**src/hw/rtl/rpd_pkg.sv**
```systemverilog
`timescale 1ns / 1ps
`default_nettype none
// ----------------------------------------------------------------------------
// rpd_pkg
// Shared types and constants for the retrieval pointer decoder.
// ----------------------------------------------------------------------------
package rpd_pkg;

  localparam int QDEPTH = 4;
  localparam int QPTR_W = $clog2(QDEPTH);
  localparam int QCNT_W = QPTR_W + 1;

  localparam logic [15:0] MAX_EXT_RESET = 16'hffff;
  localparam logic        REG_EXT_CAP   = 1'b0;

  localparam logic [1:0] MODE_WORD = 2'd0;
  localparam logic [1:0] MODE_LAST = 2'd1;
  localparam logic [1:0] MODE_END  = 2'd2;

  localparam logic [1:0] FMT_PLACE = 2'd0;
  localparam logic [1:0] FMT_ONE   = 2'd1;
  localparam logic [1:0] FMT_TWO   = 2'd2;

  typedef enum logic [1:0] {
    KIND_EXTENT    = 2'd0,
    KIND_END_OK    = 2'd1,
    KIND_END_TRUNC = 2'd2
  } kind_t;

  typedef struct packed {
    logic        ext_vld;
    logic [31:0] start_block;
    logic [30:0] block_total;
    logic [15:0] extent_total;
    logic        end_vld;
    logic        trunc;
  } entry_t;

endpackage
`default_nettype wire

```
**src/hw/rtl/rpd_front.sv**
```systemverilog
`timescale 1ns / 1ps
`default_nettype none
// ----------------------------------------------------------------------------
// rpd_front
// Accepts map words, tracks pointer phase, queues extent and end entries.
// ----------------------------------------------------------------------------
module rpd_front (
  input  wire logic                 clk,
  input  wire logic                 rst_n,
  input  wire logic                 in_valid,
  output logic                      in_ready,
  input  wire logic [1:0]           in_mode,
  input  wire logic [15:0]          in_map_word,
  input  wire logic [15:0]          ext_cap,
  input  wire logic                 q_full,
  output logic                      q_push,
  output rpd_pkg::entry_t           q_data
);

  logic [1:0]  wl_r, wl_nxt, wl_a, wl_dec, pos;
  logic [1:0]  fmt_r, fmt_nxt, fmt_a;
  logic [13:0] lead_r, lead_nxt, lead_a;
  logic [15:0] w2_r, w2_nxt, w2_a;
  logic [15:0] w3_r, w3_nxt, w3_a;
  logic [15:0] cnt_r, cnt_nxt, cnt_a;
  logic        is_word, is_end, ext, accept;
  logic [31:0] start;
  logic [30:0] blocks;

  assign in_ready = !q_full;
  assign accept   = in_valid && in_ready;

  always_comb begin
    is_word = in_mode inside {rpd_pkg::MODE_WORD, rpd_pkg::MODE_LAST};
    is_end  = in_mode != rpd_pkg::MODE_WORD;
    wl_a    = wl_r;
    fmt_a   = fmt_r;
    lead_a  = lead_r;
    w2_a    = w2_r;
    w3_a    = w3_r;
    cnt_a   = cnt_r;
    ext     = 1'b0;
    start   = '0;
    blocks  = '0;
    pos     = fmt_r - wl_r;
    wl_dec  = wl_r - 2'd1;
    if (is_word) begin
      if (wl_r == 2'd0) begin
        if (in_map_word[15:14] != rpd_pkg::FMT_PLACE) begin
          fmt_a  = in_map_word[15:14];
          lead_a = in_map_word[13:0];
          wl_a   = in_map_word[15:14];
        end
      end else begin
        wl_a = wl_dec;
        if (wl_dec != 2'd0) begin
          if (pos == 2'd0) begin
            w2_a = in_map_word;
          end else begin
            w3_a = in_map_word;
          end
        end else begin
          case (fmt_r)
            rpd_pkg::FMT_ONE: begin
              start  = {10'd0, lead_r[13:8], in_map_word};
              blocks = {23'd0, lead_r[7:0]} + 31'd1;
            end
            rpd_pkg::FMT_TWO: begin
              start  = {in_map_word, w2_r};
              blocks = {17'd0, lead_r} + 31'd1;
            end
            default: begin
              start  = {in_map_word, w3_r};
              blocks = {1'b0, lead_r, w2_r} + 31'd1;
            end
          endcase
          if (cnt_r < ext_cap) begin
            ext   = 1'b1;
            cnt_a = cnt_r + 16'd1;
          end
        end
      end
    end
  end

  always_comb begin
    q_push              = accept && (ext || is_end);
    q_data.ext_vld      = ext;
    q_data.start_block  = start;
    q_data.block_total  = blocks;
    q_data.extent_total = cnt_a;
    q_data.end_vld      = is_end;
    q_data.trunc        = wl_a != 2'd0;
  end

  always_comb begin
    wl_nxt   = wl_r;
    fmt_nxt  = fmt_r;
    lead_nxt = lead_r;
    w2_nxt   = w2_r;
    w3_nxt   = w3_r;
    cnt_nxt  = cnt_r;
    if (accept) begin
      if (is_end) begin
        wl_nxt   = '0;
        fmt_nxt  = '0;
        lead_nxt = '0;
        w2_nxt   = '0;
        w3_nxt   = '0;
        cnt_nxt  = '0;
      end else begin
        wl_nxt   = wl_a;
        fmt_nxt  = fmt_a;
        lead_nxt = lead_a;
        w2_nxt   = w2_a;
        w3_nxt   = w3_a;
        cnt_nxt  = cnt_a;
      end
    end
  end

  always_ff @(posedge clk) begin
    if (!rst_n) begin
      wl_r   <= '0;
      fmt_r  <= '0;
      lead_r <= '0;
      w2_r   <= '0;
      w3_r   <= '0;
      cnt_r  <= '0;
    end else begin
      wl_r   <= wl_nxt;
      fmt_r  <= fmt_nxt;
      lead_r <= lead_nxt;
      w2_r   <= w2_nxt;
      w3_r   <= w3_nxt;
      cnt_r  <= cnt_nxt;
    end
  end

  a_wl_le_fmt: assert property (@(posedge clk) disable iff (!rst_n)
    wl_r <= fmt_r)
    else $error("words left exceeds pointer format");

  a_end_clears: assert property (@(posedge clk) disable iff (!rst_n)
    accept && is_end |=> wl_r == 2'd0 && cnt_r == 16'd0)
    else $error("run state not cleared after end of map");

  a_cnt_step: assert property (@(posedge clk) disable iff (!rst_n)
    accept && !is_end && !ext |=> cnt_r == $past(cnt_r))
    else $error("extent count moved without an extent");

endmodule
`default_nettype wire

```
**src/hw/rtl/rpd_queue.sv**
```systemverilog
`timescale 1ns / 1ps
`default_nettype none
// ----------------------------------------------------------------------------
// rpd_queue
// Short register queue of result entries between front and back.
// ----------------------------------------------------------------------------
module rpd_queue (
  input  wire logic            clk,
  input  wire logic            rst_n,
  input  wire logic            push,
  input  wire rpd_pkg::entry_t push_data,
  output logic                 full,
  input  wire logic            pop,
  output rpd_pkg::entry_t      head,
  output logic                 not_empty
);

  rpd_pkg::entry_t                mem [rpd_pkg::QDEPTH];
  logic [rpd_pkg::QPTR_W-1:0]     wr_r, wr_nxt, rd_r, rd_nxt;
  logic [rpd_pkg::QCNT_W-1:0]     cnt_r, cnt_nxt;

  assign full      = cnt_r == rpd_pkg::QCNT_W'(rpd_pkg::QDEPTH);
  assign not_empty = cnt_r != '0;
  assign head      = mem[rd_r];

  always_comb begin
    wr_nxt  = push ? wr_r + 1'b1 : wr_r;
    rd_nxt  = pop ? rd_r + 1'b1 : rd_r;
    cnt_nxt = cnt_r + rpd_pkg::QCNT_W'(push) - rpd_pkg::QCNT_W'(pop);
  end

  always_ff @(posedge clk) begin
    if (push) begin
      mem[wr_r] <= push_data;
    end
  end

  always_ff @(posedge clk) begin
    if (!rst_n) begin
      wr_r  <= '0;
      rd_r  <= '0;
      cnt_r <= '0;
    end else begin
      wr_r  <= wr_nxt;
      rd_r  <= rd_nxt;
      cnt_r <= cnt_nxt;
    end
  end

  a_no_overflow: assert property (@(posedge clk) disable iff (!rst_n)
    !(push && full))
    else $error("queue push while full");

  a_no_underflow: assert property (@(posedge clk) disable iff (!rst_n)
    !(pop && !not_empty))
    else $error("queue pop while empty");

  a_entry_useful: assert property (@(posedge clk) disable iff (!rst_n)
    push |-> push_data.ext_vld || push_data.end_vld)
    else $error("queue entry carries no result");

endmodule
`default_nettype wire

```
**src/hw/rtl/rpd_back.sv**
```systemverilog
`timescale 1ns / 1ps
`default_nettype none
// ----------------------------------------------------------------------------
// rpd_back
// Drains queue entries into the output register, extent word before end word.
// ----------------------------------------------------------------------------
module rpd_back (
  input  wire logic            clk,
  input  wire logic            rst_n,
  input  wire logic            q_vld,
  input  wire rpd_pkg::entry_t q_head,
  output logic                 q_pop,
  output logic                 out_valid,
  input  wire logic            out_ready,
  output logic [1:0]           out_kind,
  output logic [31:0]          out_start_block,
  output logic [30:0]          out_block_total,
  output logic [15:0]          out_extent_total,
  output logic                 out_final_res
);

  logic        vld_r, vld_nxt;
  logic [1:0]  kind_r, kind_nxt;
  logic [31:0] start_r, start_nxt;
  logic [30:0] blocks_r, blocks_nxt;
  logic [15:0] total_r, total_nxt;
  logic        fin_r, fin_nxt;
  logic        pend_r, pend_nxt;
  logic        pend_trunc_r, pend_trunc_nxt;
  logic [15:0] pend_total_r, pend_total_nxt;
  logic        load;

  rpd_pkg::kind_t head_end_kind, pend_kind;

  assign load          = !vld_r || out_ready;
  assign head_end_kind = q_head.trunc ? rpd_pkg::KIND_END_TRUNC : rpd_pkg::KIND_END_OK;
  assign pend_kind     = pend_trunc_r ? rpd_pkg::KIND_END_TRUNC : rpd_pkg::KIND_END_OK;

  always_comb begin
    vld_nxt        = vld_r;
    kind_nxt       = kind_r;
    start_nxt      = start_r;
    blocks_nxt     = blocks_r;
    total_nxt      = total_r;
    fin_nxt        = fin_r;
    pend_nxt       = pend_r;
    pend_trunc_nxt = pend_trunc_r;
    pend_total_nxt = pend_total_r;
    q_pop          = 1'b0;
    if (load) begin
      if (pend_r) begin
        vld_nxt    = 1'b1;
        kind_nxt   = pend_kind;
        start_nxt  = '0;
        blocks_nxt = '0;
        total_nxt  = pend_total_r;
        fin_nxt    = 1'b1;
        pend_nxt   = 1'b0;
      end else if (q_vld) begin
        q_pop     = 1'b1;
        vld_nxt   = 1'b1;
        total_nxt = q_head.extent_total;
        if (q_head.ext_vld) begin
          kind_nxt       = rpd_pkg::KIND_EXTENT;
          start_nxt      = q_head.start_block;
          blocks_nxt     = q_head.block_total;
          fin_nxt        = 1'b0;
          pend_nxt       = q_head.end_vld;
          pend_trunc_nxt = q_head.trunc;
          pend_total_nxt = q_head.extent_total;
        end else begin
          kind_nxt   = head_end_kind;
          start_nxt  = '0;
          blocks_nxt = '0;
          fin_nxt    = 1'b1;
        end
      end else begin
        vld_nxt = 1'b0;
      end
    end
  end

  always_ff @(posedge clk) begin
    if (!rst_n) begin
      vld_r  <= 1'b0;
      pend_r <= 1'b0;
    end else begin
      vld_r  <= vld_nxt;
      pend_r <= pend_nxt;
    end
  end

  always_ff @(posedge clk) begin
    kind_r       <= kind_nxt;
    start_r      <= start_nxt;
    blocks_r     <= blocks_nxt;
    total_r      <= total_nxt;
    fin_r        <= fin_nxt;
    pend_trunc_r <= pend_trunc_nxt;
    pend_total_r <= pend_total_nxt;
  end

  assign out_valid        = vld_r;
  assign out_kind         = kind_r;
  assign out_start_block  = start_r;
  assign out_block_total  = blocks_r;
  assign out_extent_total = total_r;
  assign out_final_res    = fin_r;

  a_pend_has_out: assert property (@(posedge clk) disable iff (!rst_n)
    pend_r |-> vld_r && !fin_r)
    else $error("pending end word without extent word in output");

  a_pend_blocks_pop: assert property (@(posedge clk) disable iff (!rst_n)
    pend_r |-> !q_pop)
    else $error("queue popped while end word pending");

  a_fin_no_blocks: assert property (@(posedge clk) disable iff (!rst_n)
    vld_r && fin_r |-> blocks_r == 31'd0 && start_r == 32'd0)
    else $error("end word carries extent data");

endmodule
`default_nettype wire

```
**src/hw/rtl/retrieval_pointer_decoder.sv**
```systemverilog
`timescale 1ns / 1ps
`default_nettype none
// ----------------------------------------------------------------------------
// retrieval_pointer_decoder
// Decodes file map words into extent words and one end-of-map word per run.
//
//   channel  direction  handshake               payload
//   in       input      in_valid / in_ready     in_mode, in_map_word
//   out      output     out_valid / out_ready   out_kind .. out_final_res
//   cfg      input      APB psel/penable        extent cap at address 0
//
// One map word accepted per cycle while the result queue is not full; the front decode is combinational.
// A word that gives an extent and ends the map yields an extent word, then an end word, on the output.
// A four-entry result queue lets input run ahead while output stalls.
// Synchronous reset; no clearing pass, ready as soon as reset is released.
// ----------------------------------------------------------------------------
module retrieval_pointer_decoder (
  input  wire logic        clk,
  input  wire logic        rst_n,
  input  wire logic        in_valid,
  output logic             in_ready,
  input  wire logic [1:0]  in_mode,
  input  wire logic [15:0] in_map_word,
  output logic             out_valid,
  input  wire logic        out_ready,
  output logic [1:0]       out_kind,
  output logic [31:0]      out_start_block,
  output logic [30:0]      out_block_total,
  output logic [15:0]      out_extent_total,
  output logic             out_final_res,
  input  wire logic        psel,
  input  wire logic        penable,
  input  wire logic        pwrite,
  input  wire logic [2:0]  paddr,
  input  wire logic [31:0] pwdata,
  output logic [31:0]      prdata,
  output logic             pready
);

  logic [15:0]     max_r, max_nxt;
  logic            q_full, q_push, q_pop, q_vld;
  rpd_pkg::entry_t q_data, q_head;

  assign pready = 1'b1;

  always_comb begin
    max_nxt = max_r;
    if (psel && penable && pwrite && paddr[2] == rpd_pkg::REG_EXT_CAP) begin
      max_nxt = pwdata[15:0];
    end
    prdata = (paddr[2] == rpd_pkg::REG_EXT_CAP) ? {16'd0, max_r} : 32'd0;
  end

  always_ff @(posedge clk) begin
    if (!rst_n) begin
      max_r <= rpd_pkg::MAX_EXT_RESET;
    end else begin
      max_r <= max_nxt;
    end
  end

  rpd_front u_front (
    .clk         (clk),
    .rst_n       (rst_n),
    .in_valid    (in_valid),
    .in_ready    (in_ready),
    .in_mode     (in_mode),
    .in_map_word (in_map_word),
    .ext_cap     (max_r),
    .q_full      (q_full),
    .q_push      (q_push),
    .q_data      (q_data)
  );

  rpd_queue u_queue (
    .clk       (clk),
    .rst_n     (rst_n),
    .push      (q_push),
    .push_data (q_data),
    .full      (q_full),
    .pop       (q_pop),
    .head      (q_head),
    .not_empty (q_vld)
  );

  rpd_back u_back (
    .clk              (clk),
    .rst_n            (rst_n),
    .q_vld            (q_vld),
    .q_head           (q_head),
    .q_pop            (q_pop),
    .out_valid        (out_valid),
    .out_ready        (out_ready),
    .out_kind         (out_kind),
    .out_start_block  (out_start_block),
    .out_block_total  (out_block_total),
    .out_extent_total (out_extent_total),
    .out_final_res    (out_final_res)
  );

endmodule
`default_nettype wire
```
**config.mk**
```make
export PLATFORM = sky130hd
export DESIGN_NAME = retrieval_pointer_decoder
export DESIGN_NICKNAME = d
export VERILOG_FILES = /design/src/hw/rtl/rpd_pkg.sv /design/src/hw/rtl/rpd_front.sv /design/src/hw/rtl/rpd_queue.sv /design/src/hw/rtl/rpd_back.sv /design/src/hw/rtl/retrieval_pointer_decoder.sv
export SDC_FILE = /design/constraint.sdc
export NUM_CORES = 1
export LEC_CHECK = 0
export ABC_AREA = 0
export CAP_MARGIN = 20
export CORE_ASPECT_RATIO = 0.5
export CORE_MARGIN = 4
export CORE_UTILIZATION = 44
export CTS_BUF_LIST = sky130_fd_sc_hd__clkbuf_4 sky130_fd_sc_hd__clkbuf_8
export CTS_CLUSTER_SIZE = 10
export DETAILED_ROUTE_END_ITERATION = 8
export DONT_BUFFER_PORTS = 1
export PLACE_DENSITY_LB_ADDON = 0.12
export SYNTH_ARGS = -nofsm -noshare
export SYNTH_HDL_FRONTEND = slang
export SYNTH_SLANG_ARGS = --single-unit
export TNS_END_PERCENT = 1
```
**constraint.sdc**
```tcl
create_clock -name clk -period 7.7 [get_ports clk]
set_input_delay 0.385 -clock clk [delete_from_list [all_inputs] [get_ports clk]]
set_output_delay 0.385 -clock clk [all_outputs]
set_load 0.1 [all_outputs]
```
==> results by group, run 1 <==
Route
  • Initial DRT Pass Iterations: 5
  • Met2 routed WL: 23.8 mm
  • Routed wl met3: about 2.7 mm
  • M1 WL: 22.4 mm
  • Top layer in use: met4
  • Post-Route WL: 49.9 mm
  • Post-route DRC: 0
  • DRT antenna net count: 0
  • Routed via count: 12539
  • DR iter-0 viols: about 1000
  • Wire length per cell: roughly 22 um
  • Routed vias/inst: between 5 and 6

Die
  • Num rows: 57
  • Initial Utilization: 0.447
  • Die width: approximately 320 um
  • I/O pins: 177
  • Die H: between 150 and 200 um
  • Die footprint: between 50000 and 60000 sq um
  • Core area: just under 50000 sq um

Timing
  • Final setup fails: 0
  • RSZ-0062 raised after global routing: no
  • Relative slew margins: 0.192
  • Min Tclk post-route: 4090 ps
  • Hold WS: 51.9 ps
  • Final Skew: 31.1 ps
  • Final Worst Setup Slack: about 3600 ps
  • Final TNS setup: 0 ps
  • Worst Max-Slew Pin Slew: approximately 1200 ps
  • F_max: around 240 MHz
  • Final Max Tran Viols: 0
  • Final worst path period share: 0.531
  • Final hold vios: 0

Pwr
  • Power, Total: around 8.9 mW
  • Cell leakage power: just under 9 nW
  • Power per Cell Area: around 370 nW/um^2
  • Worst VDD drop: 0.189 mV

Synthesis
  • Post-synthesis async set-or-reset flop share: 0
  • Seq cells post-synth: 520
  • EDFF count, synth: approximately 430
  • Mux cell area share after synthesis: 0.101
  • Cells after Synth: roughly 1500
  • Simple-gate area share of the yosys netlist: 0.106
  • Synth area leaders: edfxtp_1 (59%), dfxtp_1 (8.5%), mux4_2 (8.5%), nand2_1 (2.4%), nor2_1 (1.9%)
  • Adder-Cell Fraction of Synth Area: 0.0158
  • Library cells used by synthesis: 70
  • Post-synthesis xor/xnor area fraction: 0.0233
  • Main combinational cell family by area after synthesis: simple AND/OR/NAND/NOR gates
  • Synth Area in Compound Gates: 0.0505
  • Synth Warn #: 0
  • Sequential share of the synthesized area: 0.674
  • Main synth FF type: edfxtp_1
  • Yosys top cell by area: edfxtp_1
  • Syn_area_per_cell: 14.5 sq um
  • Area share of the leading cell type in the synthesized netlist: 0.588
  • Synthesized cell area: between 20000 and 25000 sq um

Clock tree
  • Clk root buf: clkbuf_8
  • CTS-repair resized insts: 0
  • Total CTS buffers: 76
  • Clock transition at the registers of the reported paths: roughly 70 ps
  • CTS tree: done
  • H-tree depth: 3
  • Clock Path Buffers: 3
  • Clk sinks: 520
  • Clock Latency Late Sink: between 600 and 700 ps

GRT
  • First-pass GRT wire length: between 70 and 80 mm
  • Initial antenna violation count: 2
  • Largest net degree at the start of global routing: between 60 and 70
  • Total track usage: 0.190
  • Via count of the first global-routing pass: approximately 13000
  • Grt ovf: 0

Layout
  • Max FFs per register: 328
  • # fillers: 4148
  • Most frequent cells in the layout: edfxtp_1 (427), nand2_1 (141), nor2_1 (95), dfxtp_1 (91)
  • Fin util: 0.497
  • P&R area growth vs syn: 11.2%
  • Ratio of cells with drive above 1 in the final layout: 0.163
  • Most common cell after layout, fill and taps aside: edfxtp_1
  • Area of the multi-input gates: 6590 sq um
  • Sequential cell area: ~15000 sq um
  • Fin nets: 1620
  • Register with the most flip-flops: u_queue.mem

Setup path
  • Crit path arrival time: roughly 4300 ps
  • Crit Path Max Fanout: 44
  • CP Capture Type: flip-flop
  • Crit path launch type: flip-flop
  • Worst path required time: about 8000 ps
  • Crit Path Category: reg -> reg

Worst hold path
  • Worst hold path type: in -> reg

Placed design
  • Dpl ws: about 3600 ps
  • Detailed placement HPWL: between 30 and 40 mm
  • Buffers on Ports: 0
  • GPL Wtd Cong: ~0.86

Run
  • Max Cap Viol: 0

Status
  • Status: complete, no violations
## worst max-delay path, stage by stage (launching register included)
cell     delay, ps
dfxtp_1        420
nor3b_1        110
inv_1          690
nand2_1        560
nor2_1         230
a31o_2         290
and2_4         720
buf_4          650
## cells by family after synthesis
| kind of cell | count (synthesis) |
|---|---|
| adder cells (fa/ha/maj) | 27 |
| AND/OR/NAND/NOR | 472 |
| AO/OA/AOI/OAI | 151 |
| flip-flops | 520 |
| multiplexers | 118 |
| buffers and inverters | 150 |
| other | 2 |
| XOR/XNOR | 58 |
## worst paths after layout
kind	start	to	slack, ps	depth (start not counted)
worst max-delay path	u_queue.cnt_r[1]	u_queue.mem[1][72]	3610	7
worst min-delay path	in_map_word[11]	u_queue.mem[0][76]	50	1
worst max register to register	u_queue.cnt_r[1]	u_queue.mem[1][72]	3610	7
worst min register to register	u_front.fmt_r[1]	u_front.fmt_r[1]	490	2
## synthesized netlist by cell type (21+ instances only)
| library cell | instances |
|---|---|
| xnor2_1 | 23 |
| and2_1 | 36 |
| mux2i_1 | 35 |
| nand2_1 | 141 |
| nor3_1 | 21 |
| and3_1 | 67 |
| o21ai_0 | 22 |
| nand3_1 | 40 |
| inv_1 | 39 |
| a21oi_1 | 30 |
| dfxtp_1 | 93 |
| o211ai_1 | 23 |
| edfxtp_1 | 427 |
| nor2_1 | 112 |
| ha_1 | 26 |
| clkbuf_1 | 72 |
| mux4_2 | 82 |
| xor2_1 | 35 |
## per-layer routing
metal  global-route usage  up-vias
met5                    0        -
met4               0.0549        0
met3               0.0468       80
met2                0.314      344
met1                0.254     6392
li1                     -     5723
## final cells by class
| type | instances | area share |
|---|---|---|
| Tap cell | 649 | 0.0335 |
| Multi-Input combinational cell | 843 | 0.272 |
| Clock inverter | 29 | 0.00677 |
| Clock buffer | 106 | 0.0540 |
| Sequential cell | 520 | 0.607 |
| Inverter | 40 | 0.00620 |
| Timing Repair Buffer | 52 | 0.0208 |
| Antenna cell | 2 | 0.000207 |
## timing repair
item / CTS / global route
buffers inserted: 0 / 0
endpoints found under the hold margin: 37 / 1
hold buffers: 32 / 1
## through the flow
step,area [sq um],std cells
2_1_floorplan,21800,1513
5_1_grt,24200,2240
6_report,24200,2241
3_5_place_dp,22400,2070
3_3_place_gp,22400,2068
4_1_cts,24200,2237
## report_power, final
| group | switching (mW) | internal, mW | leakage, nW |
|---|---|---|---|
| Clock | 1.05 | 1.13 | 0.779 |
| Combinational | 0.800 | 0.510 | 2.77 |
| Sequential | 1.78 | 3.59 | 5.14 |
(Power assumes the default switching activity.)
==> run 2: changes to the inputs <==
--- a/config.mk
+++ b/config.mk
@@ -5,7 +5,7 @@
 export SDC_FILE = /design/constraint.sdc
 export NUM_CORES = 1
 export LEC_CHECK = 0
-export ABC_AREA = 0
+export ABC_AREA = 1
 export CAP_MARGIN = 20
 export CORE_ASPECT_RATIO = 0.5
 export CORE_MARGIN = 4
==> constraint.sdc (replaced) <==
create_clock -name clk -period 3.55 [get_ports clk]
set_input_delay 0.1775 -clock clk [delete_from_list [all_inputs] [get_ports clk]]
set_output_delay 0.1775 -clock clk [all_outputs]
set_load 0.1 [all_outputs]
==> run 2 against run 1 <==
Effect of this change: maximum frequency up 34%; clock power is 120% higher; non-clock buffer count grew 55; sequential power rose by 130%; synthesized cell count increased by 38%; largest power group unchanged; highest routed layer unchanged.
==> results by group, run 2 <==
Die
  • Die H: 166 um (+0.23%)
  • Die width: 323 um (+0.24%)
  • Core area: 48900 sq um (+0.29%)
  • I/O pins: 177 (unchanged)
  • Num rows: 57 (unchanged)
  • Initial Utilization: 0.448 (+0.000845)
  • Die footprint: 53600 sq um (+0.47%)

Timing
  • Worst Max-Slew Pin Slew: 1110 ps (-103 ps)
  • Final setup fails: 0 (unchanged)
  • Relative slew margins: 0.262 (+0.0697)
  • Final Skew: 33.8 ps (+2.76 ps)
  • F_max: 329 MHz (+34%)
  • Min Tclk post-route: 3040 ps (-1050 ps)
  • RSZ-0062 raised after global routing: no
  • Final worst path period share: 0.856 (+0.326)
  • Final hold vios: 0 (unchanged)
  • Final Max Tran Viols: 0 (unchanged)

Clock tree
  • CTS tree: done
  • H-tree depth: 3 (unchanged)
  • Clock transition at the registers of the reported paths: 60 ps (about the same)
  • Clk root buf: clkbuf_8
  • CTS-repair resized insts: 0 (unchanged)
  • Clock Latency Late Sink: 650 ps (about the same)
  • Total CTS buffers: 77 (+1.3%)
  • Clock Path Buffers: 3 (unchanged)
  • # Post-CTS Setup Buffers: 0 (unchanged)
  • Hold_buf cts: 65 (+100%)
  • Clk sinks: 520 (unchanged)

Placed design
  • Detailed placement HPWL: 32.2 mm (+1.5%)
  • GPL Wtd Cong: 0.881 (+2.3%)
  • Buffers on Ports: 0 (unchanged)
  • Placed cell area: 22700 sq um (+1.4%)

Setup path
  • CP cell instances: inv_1 > ha_1 > a21oi_1 > nor2_1 > nor2_1 > nand2_1 > nor2_4 > nand2_1 > nand2_1 > nand2_1 > nor2_4 > buf_12
  • Crit path launch type: flip-flop
  • Reg2Reg Launch Point: max_r[13]
  • Slowest cell on crit path: buf_12
  • CP Capture Type: flip-flop
  • Worst path required time: 3810 ps (-4140 ps)
  • Critical Path Most Common Cell: nand2_1
  • Crit Path Max Fanout: 65 (+48%)
  • Levels on crit path: 12 (+5)
  • Max stage delay on crit path: 370 ps (-350 ps)
  • Critical path startpoint: max_r[13]
  • Crit-path leading delay family: simple AND/OR/NAND/NOR gates
  • Crit Path Category: reg -> reg
  • Crit path arrival time: 3300 ps (-1040 ps)
  • R2R depth: 12 (+5)
  • WP buf/inv: 2 (unchanged)

Status
  • Status: complete, no violations

Route
  • Initial DRT Pass Iterations: 5 (unchanged)
  • DRT antenna net count: 0 (unchanged)
  • Post-Route WL: 54.3 mm (+8.8%)
  • Routed via count: 14904 (+19%)
  • Wire length per cell: 19.0 um (-15%)
  • Post-route DRC: 0 (unchanged)
  • DR iter-0 viols: 1286 (+26%)
  • Routed vias/inst: 5.22 (-6.7%)

Layout
  • Ratio of cells with drive above 1 in the final layout: 0.101 (-0.0623)
  • Fin nets: 2236 (+38%)
  • # fillers: 4354 (+5.0%)
  • Fin util: 0.510 (+0.0126)
  • Antenna Cells: 0 (-2)
  • Most frequent cells in the layout: nor2_1 (427), edfxtp_1 (427), o21ai_0 (240), nand2_1 (224), a21oi_1 (137)
  • Register with the most flip-flops: u_queue.mem
  • Max FFs per register: 328 (unchanged)
  • Fin area: 24900 sq um (+2.8%)
  • Area of the multi-input gates: 6250 sq um (-5.1%)
  • Sequential cell area: 14700 sq um (about the same)
  • P&R area growth vs syn: 13.8%

GRT
  • Grt ovf: 0 (unchanged)
  • Via count of the first global-routing pass: 14331 (+9.7%)
  • Total track usage: 0.202 (+0.0118)
  • First-pass GRT wire length: 84.1 mm (+9.1%)
  • Initial antenna violation count: 0 (-2)
  • Largest net degree at the start of global routing: 97 (+45%)

Synthesis
  • Library cells used by synthesis: 50 (-29%)
  • Synth cell count leaders: nor2_1 (448), edfxtp_1 (427), o21ai_0 (240)
  • Seq cells post-synth: 520 (unchanged)
  • Synth area leaders: edfxtp_1 (59%), dfxtp_1 (8.5%), nor2_1 (7.7%), o21ai_0 (5.5%), nand2_1 (3.8%)
  • Yosys top cell by area: edfxtp_1
  • Post-synthesis async set-or-reset flop share: 0 (unchanged)
  • Syn_area_per_cell: 10.6 sq um (-27%)
  • Area share of the leading cell type in the synthesized netlist: 0.586 (-0.00282)
  • Sequential share of the synthesized area: 0.671 (-0.00323)
  • EDFF count, synth: 427 (unchanged)
  • Most numerous cell in the Yosys netlist: nor2_1
  • Synthesized cell area: 21900 sq um (+0.48%)
  • Cells after Synth: 2072 (+38%)
  • Main synth FF type: edfxtp_1
  • Synth Warn #: 0 (unchanged)

Worst hold path
  • Hold Path Cell Cnt: 4 (+3)
  • Min-delay src: in_map_word[3]
  • Worst hold path type: in -> reg

Pwr
  • Worst VDD drop: 0.470 mV (+150%)
  • Power per Cell Area: 866 nW/um^2 (+140%)
  • Cell leakage power: 8.67 nW (-0.32%)
  • Power, Total: 21.6 mW (+140%)

Run
  • Max Cap Viol: 0 (unchanged)
==> run 2: cell type report <==
type | count | area share
sequential | 520 | 0.590
multi-input combinational | 1297 | 0.251
clock buffer | 111 | 0.0543
timing repair buffer | 107 | 0.0433
tap | 649 | 0.0326
inverter | 146 | 0.0222
clock inverter | 25 | 0.00683
==> run 2: cells by family after synthesis <==
family	synth area share
compound gates	0.112
xor+xnor	0.00240
fa+ha+maj	0.0158
buf+inv	0.0501
flops	0.671
other cells	0.000343
simple gates	0.149
==> run 2: layer usage <==
metal / share of wire / global-route usage / vias to the layer above
li1: - / - / 7282
met1: 0.47 / 0.296 / 7146
met2: 0.46 / 0.310 / 408
met3: 0.057 / 0.0401 / 68
met4: 0.019 / 0.0517 / 0
met5: 0 / 0 / -
==> run 2: where the power goes <==
group,internal (mW),switching (mW),total (mW)
Sequential,8.25,4.05,12.3
Combinational,1.15,3.21,4.37
Clock,2.60,2.30,4.90
==> run 2: path summary, 6_finish.rpt <==
check                        to  slack [ps]
max          u_queue.mem[1][32]         510
min             u_front.w2_r[3]          50
max reg2reg  u_queue.mem[1][32]         510
min reg2reg           flip-flop         460
==> run 2: tightest hold or removal path, delay by kind of cell <==
kind            cells  cell delay, ps
compound gates      2             210
simple gates        1             120
buf+inv             1             130
==> run 2: metrics by stage <==
| stage | setup slack (ps) | std cells | TNS (ps) | hold WS [ps] |
|---|---|---|---|---|
| after floorplan | -834 | 2087 | -273580 | 308 |
| after global placement | 554 | 2653 | 0 | 282 |
| after detailed placement | 526 | 2653 | 0 | 288 |
| after CTS | 509 | 2854 | 0 | 0.0591 |
| after global routing | 152 | 2855 | 0 | 17.1 |
| final | 510 | 2855 | 0 | 47.9 |
